$ cat config.mk
export PLATFORM = sky130hd
export DESIGN_NAME = qbs_ctrl
export DESIGN_NICKNAME = d
export VERILOG_FILES = /design/src/rtl/core/qbs_pkg.sv /design/src/rtl/core/qbs_ctrl.sv
export SDC_FILE = /design/constraint.sdc
export NUM_CORES = 1
export LEC_CHECK = 0
export BUFFER_PORTS_ARGS = -buffer_cell sky130_fd_sc_hd__buf_2
export CAP_MARGIN = 25
export CORE_ASPECT_RATIO = 0.8
export CORE_MARGIN = 10
export CORE_UTILIZATION = 55
export CTS_CLUSTER_SIZE = 12
export DETAILED_ROUTE_END_ITERATION = 12
export PLACE_DENSITY = 0.77
export SLEW_MARGIN = 10
export SYNTH_ARGS = -nofsm -noshare
export SYNTH_HDL_FRONTEND = slang
export SYNTH_SLANG_ARGS = --single-unit
$ cat constraint.sdc
create_clock -name clock -period 3.9 [get_ports clock]
set_clock_uncertainty 0.05 [all_clocks]
set_input_delay 0.78 -clock clock [delete_from_list [all_inputs] [get_ports clock]]
set_output_delay 0.78 -clock clock [all_outputs]
set_load 0.03 [all_outputs]
$ cat src/rtl/core/qbs_pkg.sv
package qbs_pkg;

   localparam int DEF_STACK_SLOTS = 16;
   localparam int DEF_STACK_DEPTH = 16;

   localparam int LIMIT_W = 5;
   localparam int DEST_W  = 8;
   localparam int VALUE_W = 32;
   localparam int ITEM_W  = DEST_W + VALUE_W;
   localparam int CSR_W   = 32;
   localparam int PADDR_W = 3;

   localparam logic [LIMIT_W-1:0] RESET_MAX_STACKS = 5'd16;
   localparam logic [LIMIT_W-1:0] RESET_MAX_HEIGHT = 5'd16;

   // paddr[2] selects the register
   localparam logic REG_MAX_STACKS = 1'b0;
   localparam logic REG_MAX_HEIGHT = 1'b1;

   localparam logic CMD_STORE = 1'b0;
   localparam logic CMD_SHIP  = 1'b1;

   typedef struct packed {
      logic accepted;
      logic shipped;
      logic is_empty;
      logic is_full;
   } status_type;

endpackage

$ cat src/rtl/core/qbs_ctrl.sv
module qbs_ctrl #(
   parameter int STACK_SLOTS = qbs_pkg::DEF_STACK_SLOTS,
   parameter int STACK_DEPTH = qbs_pkg::DEF_STACK_DEPTH,
   parameter int ADDR_W      = 8
) (
   input  logic                        clock,
   input  logic                        reset,
   input  logic                        op_valid,
   input  logic                        op_cmd,
   input  logic [qbs_pkg::LIMIT_W-1:0] max_stacks,
   input  logic [qbs_pkg::LIMIT_W-1:0] max_height,
   output logic                        mem_we,
   output logic                        mem_re,
   output logic [ADDR_W-1:0]           mem_addr,
   output qbs_pkg::status_type         status
);
   import qbs_pkg::*;

   localparam int IDX_W  = (STACK_SLOTS > 1) ? $clog2(STACK_SLOTS) : 1;
   localparam int CNT_W  = $clog2(STACK_SLOTS + 1);
   localparam int FILL_W = $clog2(STACK_DEPTH + 1);
   localparam int SL_W   = (CNT_W > LIMIT_W) ? CNT_W : LIMIT_W;
   localparam int HL_W   = (FILL_W > LIMIT_W) ? FILL_W : LIMIT_W;
   localparam logic [IDX_W-1:0] LAST_IDX = IDX_W'(STACK_SLOTS - 1);

   logic [IDX_W-1:0]  front_ff, front_in, back_ff, back_in;
   logic [CNT_W-1:0]  count_ff, count_in;
   logic [FILL_W-1:0] front_fill_ff, front_fill_in, back_fill_ff, back_fill_in;
   logic [FILL_W-1:0] fill_ff [STACK_SLOTS];
   status_type        status_ff, status_in;

   logic [SL_W-1:0]   slim;
   logic [HL_W-1:0]   hlim;
   logic              back_full, empty_now, full_now, do_store, do_ship;
   logic [IDX_W-1:0]  back_inc, front_inc, new_back, fill_idx, addr_idx;
   logic [FILL_W-1:0] nf, fill_wd, addr_fill;
   logic              fill_we;

   always_comb begin
      if (max_stacks == '0) begin
         slim = SL_W'(1);
      end else if (SL_W'(max_stacks) > SL_W'(STACK_SLOTS)) begin
         slim = SL_W'(STACK_SLOTS);
      end else begin
         slim = SL_W'(max_stacks);
      end
      if (max_height == '0) begin
         hlim = HL_W'(1);
      end else if (HL_W'(max_height) > HL_W'(STACK_DEPTH)) begin
         hlim = HL_W'(STACK_DEPTH);
      end else begin
         hlim = HL_W'(max_height);
      end
   end

   assign back_full = HL_W'(back_fill_ff) >= hlim;
   assign empty_now = (count_ff == '0);
   assign full_now  = !empty_now && (SL_W'(count_ff) >= slim) && back_full;
   assign do_store  = op_valid && (op_cmd == CMD_STORE) && !full_now;
   assign do_ship   = op_valid && (op_cmd == CMD_SHIP) && !empty_now;
   assign back_inc  = (back_ff == LAST_IDX) ? '0 : back_ff + IDX_W'(1);
   assign front_inc = (front_ff == LAST_IDX) ? '0 : front_ff + IDX_W'(1);
   assign new_back  = empty_now ? front_ff : back_inc;
   assign nf        = (front_fill_ff != '0) ? front_fill_ff - FILL_W'(1) : '0;

   always_comb begin
      front_in      = front_ff;
      back_in       = back_ff;
      count_in      = count_ff;
      front_fill_in = front_fill_ff;
      back_fill_in  = back_fill_ff;
      fill_we       = 1'b0;
      fill_idx      = back_ff;
      fill_wd       = back_fill_ff;
      addr_idx      = back_ff;
      addr_fill     = back_fill_ff;
      if (do_store) begin
         fill_we = 1'b1;
         if (empty_now || back_full) begin
            back_in      = new_back;
            count_in     = count_ff + CNT_W'(1);
            back_fill_in = FILL_W'(1);
            if (empty_now) begin
               front_fill_in = FILL_W'(1);
            end
            fill_idx  = new_back;
            fill_wd   = FILL_W'(1);
            addr_idx  = new_back;
            addr_fill = '0;
         end else begin
            back_fill_in = back_fill_ff + FILL_W'(1);
            fill_wd      = back_fill_ff + FILL_W'(1);
            if (count_ff == CNT_W'(1)) begin
               front_fill_in = back_fill_ff + FILL_W'(1);
            end
         end
      end else if (do_ship) begin
         fill_we   = 1'b1;
         fill_idx  = front_ff;
         fill_wd   = nf;
         addr_idx  = front_ff;
         addr_fill = nf;
         if (nf == '0) begin
            front_in      = front_inc;
            count_in      = count_ff - CNT_W'(1);
            front_fill_in = fill_ff[front_inc];
         end else begin
            front_fill_in = nf;
            if (count_ff == CNT_W'(1)) begin
               back_fill_in = nf;
            end
         end
      end
   end

   always_comb begin
      status_in.accepted = do_store || do_ship;
      status_in.shipped  = do_ship;
      status_in.is_empty = (count_in == '0);
      status_in.is_full  = (count_in != '0) && (SL_W'(count_in) >= slim)
                           && (HL_W'(back_fill_in) >= hlim);
   end

   assign mem_we   = do_store;
   assign mem_re   = do_ship;
   assign mem_addr = ADDR_W'(addr_idx) * ADDR_W'(STACK_DEPTH) + ADDR_W'(addr_fill);

   always_ff @(posedge clock) begin
      if (reset) begin
         front_ff      <= '0;
         back_ff       <= '0;
         count_ff      <= '0;
         front_fill_ff <= '0;
         back_fill_ff  <= '0;
         status_ff     <= '0;
         for (int i = 0; i < STACK_SLOTS; i++) begin
            fill_ff[i] <= '0;
         end
      end else begin
         front_ff      <= front_in;
         back_ff       <= back_in;
         count_ff      <= count_in;
         front_fill_ff <= front_fill_in;
         back_fill_ff  <= back_fill_in;
         if (op_valid) begin
            status_ff <= status_in;
         end
         if (fill_we) begin
            fill_ff[fill_idx] <= fill_wd;
         end
      end
   end

   assign status = status_ff;

endmodule

# Yosys cells after proc, flatten, opt, wreduce, memory -nomap -nowiden
# Memories as Yosys holds them, arrays and structs flattened.
# Cells that the tools add are included.
[op_classes]
order_cmp = 6
muxes = 40
n_reduce_logical = 23
add_sub_neg = 7
eq_ne = 5
n_bitwise = 2
[op_table]
columns = ["cell", "n"]
rows = [
  ["$mux W5", 25],
  ["$mux W4", 7],
  ["$logic_not A5 Y1", 5],
  ["$ge A5 B5 Y1", 4],
  ["$add A5 B1 Y5 const B", 2],
  ["$gt A5 B5 Y1 const B", 2],
  ["$reduce_bool A5 Y1", 2],
  ["$sub A5 B1 Y5 const B", 2],
  ["$add A4 B1 Y4 const B", 2],
  ["$add A8 B5 Y8", 1],
  ["$eq A4 B4 Y1 const B", 2],
  ["$logic_and A1 B1 Y1", 8],
  ["$mux W1", 8],
  ["$reduce_and A3 Y1", 2],
  ["$eq A5 B1 Y1 const B", 1],
  ["$reduce_or A5 Y1", 1],
  ["$ne A3 B1 Y1 const B", 1],
  ["$ne A3 B3 Y1 const B", 1],
  ["$logic_not A1 Y1", 2],
  ["$logic_or A1 B1 Y1", 2],
  ["$not A1 Y1", 2],
  ["$reduce_bool A2 Y1", 1],
]
[word_totals]
wordCells = 93
memories = 1
ff_bits = 27
inputBits = 14
mem_bits_rw = 80
out_inout_bits = 14
[mem_list]
columns = ["name", "depth", "word_bits", "rd", "rd_clocked_by_memory_dff", "write_ports", "line_no", "rtl"]
rows = [
  ["fill_ff", 16, 5, 1, 0, 16, "qbs_ctrl.sv:29", "logic [FILL_W-1:0] fill_ff [STACK_SLOTS];"],
]

# Depth between registers and ports, before layout
[logic_depth]
ltp_word = 14
depth_mapped = 21
mapped_depth_nobuf = 19

# Least setup slack after synthesis
# Ideal clock, no wire load.
[synth_path]
kind = "input port to flip-flop"
start = "input port max_height[1] in the netlist's numbering"
end = "register status_ff, in the netlist status[0]"
stages = 20
t_arrival_ns = 4.417
path_buffers = 2
setup_time_ns = 0.091
t_required_ns = 3.759
path_slack_ns = -0.658
cell_sequence = "nor3_1 -> nor2_1 -> nor2_1 -> ha_1 -> nand2b_1 -> a31oi_1 -> o21a_1 -> buf_2 -> o21ai_1 -> inv_1 -> clkbuf_1 -> o22ai_1 -> a222oi_1 -> inv_1 -> ha_1 -> a21o_1 -> a21o_1 -> a21oi_1 -> o31a_1 -> a311oi_1"
[synth_between]
word_cells_on_any_way = 18
cone_classes = "order compare: 4; mux: 6; reduce/logical: 8"
[synth_lines]
columns = ["item", "line_no", "rtl"]
rows = [
  ["from (decl)", "qbs_ctrl.sv:11", "input logic [qbs_pkg::LIMIT_W-1:0] max_height,"],
  ["$gt A5 B5 Y1", "qbs_ctrl.sv:49", "end else if (HL_W'(max_height) > HL_W'(STACK_DEPTH)) begin"],
  ["$mux W5", "qbs_ctrl.sv:49", ""],
  ["$mux W5 (*)", "qbs_ctrl.sv:47", "if (max_height == '0) begin"],
  ["$ge A5 B5 Y1 (*)", "qbs_ctrl.sv:56", "assign back_full = HL_W'(back_fill_ff) >= hlim;"],
  ["$logic_and A1 B1 Y1 (*)", "qbs_ctrl.sv:58", "assign full_now = !empty_now && (SL_W'(count_ff) >= slim) && back_full;"],
  ["$logic_not A1 Y1 (*)", "qbs_ctrl.sv:59", "assign do_store = op_valid && (op_cmd == CMD_STORE) && !full_now;"],
  ["$logic_and A1 B1 Y1 (*)", "qbs_ctrl.sv:59", ""],
  ["named net mem_we", "qbs_ctrl.sv:12", "output logic mem_we,"],
  ["$mux W5 (*)", "qbs_ctrl.sv:77", "if (do_store) begin"],
  ["named net back_fill_in[2]", "qbs_ctrl.sv:28", "logic [FILL_W-1:0] front_fill_ff, front_fill_in, back_fill_ff, back_fill_in;"],
  ["$ge A5 B5 Y1 (*)", "qbs_ctrl.sv:121", "&& (HL_W'(back_fill_in) >= hlim);"],
  ["$logic_and A1 B1 Y1 (*)", "qbs_ctrl.sv:121", ""],
  ["to (signal assigned)", "qbs_ctrl.sv:146", "status_ff <= status_in;"],
  ["to (decl)", "qbs_ctrl.sv:30", "status_type status_ff, status_in;"],
]
# The timed path passes the listed nets; every way through them passes the cells marked *.
# A chain may end at the register's enable or synchronous reset.

# Worst setup path after layout
[layout_path]
start = "input port max_height[1] in the netlist's numbering"
end = "output port mem_addr[6]"
[layout_between]
elab_chain_cells = 9
word_cells_on_any_way = 14
cone_classes = "add/sub: 1; order compare: 2; mux: 6; reduce/logical: 5"
[layout_rtl]
columns = ["item", "line_no", "rtl"]
rows = [
  ["$gt A5 B5 Y1", "qbs_ctrl.sv:49", ""],
  ["$mux W5", "qbs_ctrl.sv:49", ""],
  ["$mux W5 (*)", "qbs_ctrl.sv:47", ""],
  ["$ge A5 B5 Y1 (*)", "qbs_ctrl.sv:56", ""],
  ["$logic_and A1 B1 Y1", "qbs_ctrl.sv:58", ""],
  ["$logic_not A1 Y1", "qbs_ctrl.sv:59", ""],
  ["$logic_and A1 B1 Y1", "qbs_ctrl.sv:59", ""],
  ["$mux W4 / $mux W5 (equally long branches)", "qbs_ctrl.sv:77", ""],
  ["$add A8 B5 Y8 (*)", "qbs_ctrl.sv:126", "assign mem_addr = ADDR_W'(addr_idx) * ADDR_W'(STACK_DEPTH) + ADDR_W'(addr_fill);"],
  ["to (decl)", "qbs_ctrl.sv:14", "output logic [ADDR_W-1:0] mem_addr,"],
]
# Mark *: on every way between the ends. The rest lies on a longest branch, timed or not.

==> results.cfg <==
[sta]
setup_viol = 3
hold_viol_final = 0
rsz0062_at_grt = true
hold_ws_ns = 0.426
slew_headroom = 0.385
fin_crit_sh = 1.06
fin_crit_ns = 4.14
maxSlewViolCount = 0
fmax_mhz = 241
tightest_slew_ns = 0.917
fin_ws_ns = -0.243

[worst_hold_path]
min-delay-start = status[2]
hold_depth = 2
hold_path_end = status[2]
hp-class = reg2reg

[cts]
htreeDepth = 3
cts_tree = built
clock_path_buffers = 2
path_clk_slew_ns = 0.08
cts_buffers = 9
cts_sinks = 107
insertion_delay_ns = 0.35
clk_root_buffer_cell = clkbuf_16

[final_layout]
nets = 757
post-route-util = 0.699
areaGrowthSynthToFinish_pct = 23.2
layout_common_cells = 117 x buf_4, 80 x edfxtp_1, 61 x nor3_1
final_common_cell = buf_4
num-fill-cells = 783
instances_no_fill = 867
design_area_um2 = 8140
num_antenna_cells = 0
drive_gt1_frac = 0.356

[yosys]
synthCells = 603
yosys.area_share.simple = 0.195
yosys-top-cells-area = edfxtp_1 36%, dfxtp_1 8.2%, mux4_2 6.8%
synth_fa_ha_area_frac = 0.0549
synth_cell_type_count = 76
synth_ff_type = edfxtp_1
async_flop_share = 0
synth_top_area_cell = edfxtp_1
synth_xor_area_frac = 0.0119
synth.area.mux_share = 0.0852
yosys_warnings = 0
syn-num-nets = 646
mappedNetlistArea_um2 = 6610
synth_top_area_frac = 0.364
synth_edf_count = 80
synth_top_family_by_area = simple AND/OR/NAND/NOR gates
synth_seq_area_share = 0.445
syn_area_per_cell_um2 = 11.0
synth_compound_area_frac = 0.155
ys_ff_latch = 107

[die]
chipHeight_um = 118
fp.dieW_um = 143
dieArea_um2 = 16800
design.portCount = 28
core_area_um2 = 11600
start_util = 0.567
rows = 35

[pwr]
ir_drop_v = 0.000283
power_density_nw_per_um2 = 388
leakage_nw = 3.04

[place]
dpl.cell_count = 842
gp_congestion = 0.925
place_ws_ns = -0.425
place_area_um2 = 7570
portBuffers = 27
dp.final_hpwl_mm = 13.3

[critical_path]
path_cells = buf_6 -> nor3_2 -> nor2_1 -> nor2_1 -> ha_1 -> nand2b_4 -> a31oi_4 -> o21a_4 -> o21ai_2 -> o31ai_2 -> nor2_1 -> ha_4 -> ha_2 -> xnor2_4 -> buf_6
reg2regPathDepth = 13
critPathLaunchType = primary input
critPathKind = in2out
crit_required_ns = 3.07
critPathCaptureType = primary output
crit_arrival_ns = 3.31
cpMaxStageDelayCell = o31ai_2
worstReg2RegEnd = fill_ff[0][1]
r2r_setup_slack_ns = 0.16
critPathMaxStageDelay_ns = 0.34
crit_top_cell = nor2_1
critPathTopFamily = compound AO/OA/AOI/OAI gates
path_max_fanout = 4
r2r_start = count_ff[1]
crit_buf_inv = 2

[routing]
drc_errors = 0
avgRoutedWirePerCell_um = 21.8
via_per_inst = 6.74
drt-initial-drc-count = 937
wl_mm = 18.9
dr.pass1.iters = 5
num_vias = 5841
ant_nets = 0

[run_status]
violations = negative setup slack
status = complete, but fails checks

[flow_run]
max_cap_viol_count = 0

[global_route]
grt_usage = 0.223
grt-ovfl-total = 0
grt_pass1_vias = 5552
grt_max_degree = 24
grt_pass1_wl_mm = 29.9
antenna_found_initial = 0
-- tightest hold or removal path, stage by stage, from the launching register on --
cell     delay (ns)
dfxtp_1        0.32
nand2_1        0.06
a21oi_1        0.06
-- power breakdown --
part / internal (W) / leakage (nW) / switching, W
sequential: 0.00127 / 1.05 / 0.0000372
clock: 0.000624 / 0.164 / 0.000412
combinational: 0.000326 / 1.83 / 0.000491
total: 0.00222 / 3.04 / 0.000940
-- metal layers --
| layer | vias to the layer above | share of wire | global-route usage | wire length [um] |
|---|---|---|---|---|
| met4 | 0 | 0.028 | 0.0663 | 522 |
| met5 | - | 0 | 0 | 0 |
| met2 | 427 | 0.46 | 0.346 | 8710 |
| li1 | 2576 | - | - | - |
| met1 | 2774 | 0.39 | 0.296 | 7420 |
| met3 | 64 | 0.12 | 0.0633 | 2250 |
-- cells in the mapped netlist (16+ instances only) --
cell type	number
edfxtp_1	80
nor3_1	63
nand3_1	16
nand2_1	33
clkbuf_1	18
a21oi_1	19
ha_1	29
nor2_1	31
dfxtp_1	27
nor3_2	29
o21ai_0	27
mux4_2	20
inv_1	17
-- worst max-delay path by stage --
| stage | start | endpoint | cells past startpoint |
|---|---|---|---|
| after floorplan | max_height[1] | mem_addr[7] | 14 |
| after global placement | max_stacks[4] | mem_addr[6] | 14 |
| after detailed placement | max_stacks[4] | fill_ff[7][3] | 13 |
| after CTS | max_height[1] | mem_addr[6] | 16 |
| after global routing | max_height[1] | mem_addr[6] | 15 |
| final | max_height[1] | mem_addr[6] | 15 |
-- kinds of logic after synthesis --
family,Yosys count
flops,107
fa+ha+maj,29
xor+xnor,9
buf+inv,64
simple gates,220
mux,31
compound gates,143
-- area by class of cell --
| type | instances | area [um^2] | share of cell area |
|---|---|---|---|
| inverters | 18 | 67.6 | 0.00830 |
| flip-flops and latches | 107 | 2940 | 0.362 |
| repair buffers | 146 | 1070 | 0.132 |
| well taps | 148 | 185 | 0.0228 |
| clock inverters | 6 | 104 | 0.0128 |
| clock buffers | 10 | 229 | 0.0281 |
| multi-input cells | 432 | 3540 | 0.435 |
-- state kept, by name, summed over array words and instances (netlist names) --
name,cells
back_ff,4
back_fill_ff,5
count_ff,5
fill_ff,80
front_ff,4
front_fill_ff,5
status,4
-- repair_timing --
action	4_1_cts	5_1_grt
setup endpoints to repair	14	48
resized for setup	19	20
hold buffers	0	0
pin swaps	6	9
buffers inserted	8	3
-- per-stage QoR --
| stage | setup TNS (ns) | power (W) |
|---|---|---|
| floorplan | -0.187 | 0.00181 |
| global placement | -4.40 | 0.00205 |
| detailed placement | -13.28 | 0.00207 |
| CTS | -0.616 | 0.00311 |
| global route | -1.46 | 0.00325 |
| finish | -0.671 | 0.00316 |
(Power assumes the default switching activity.)
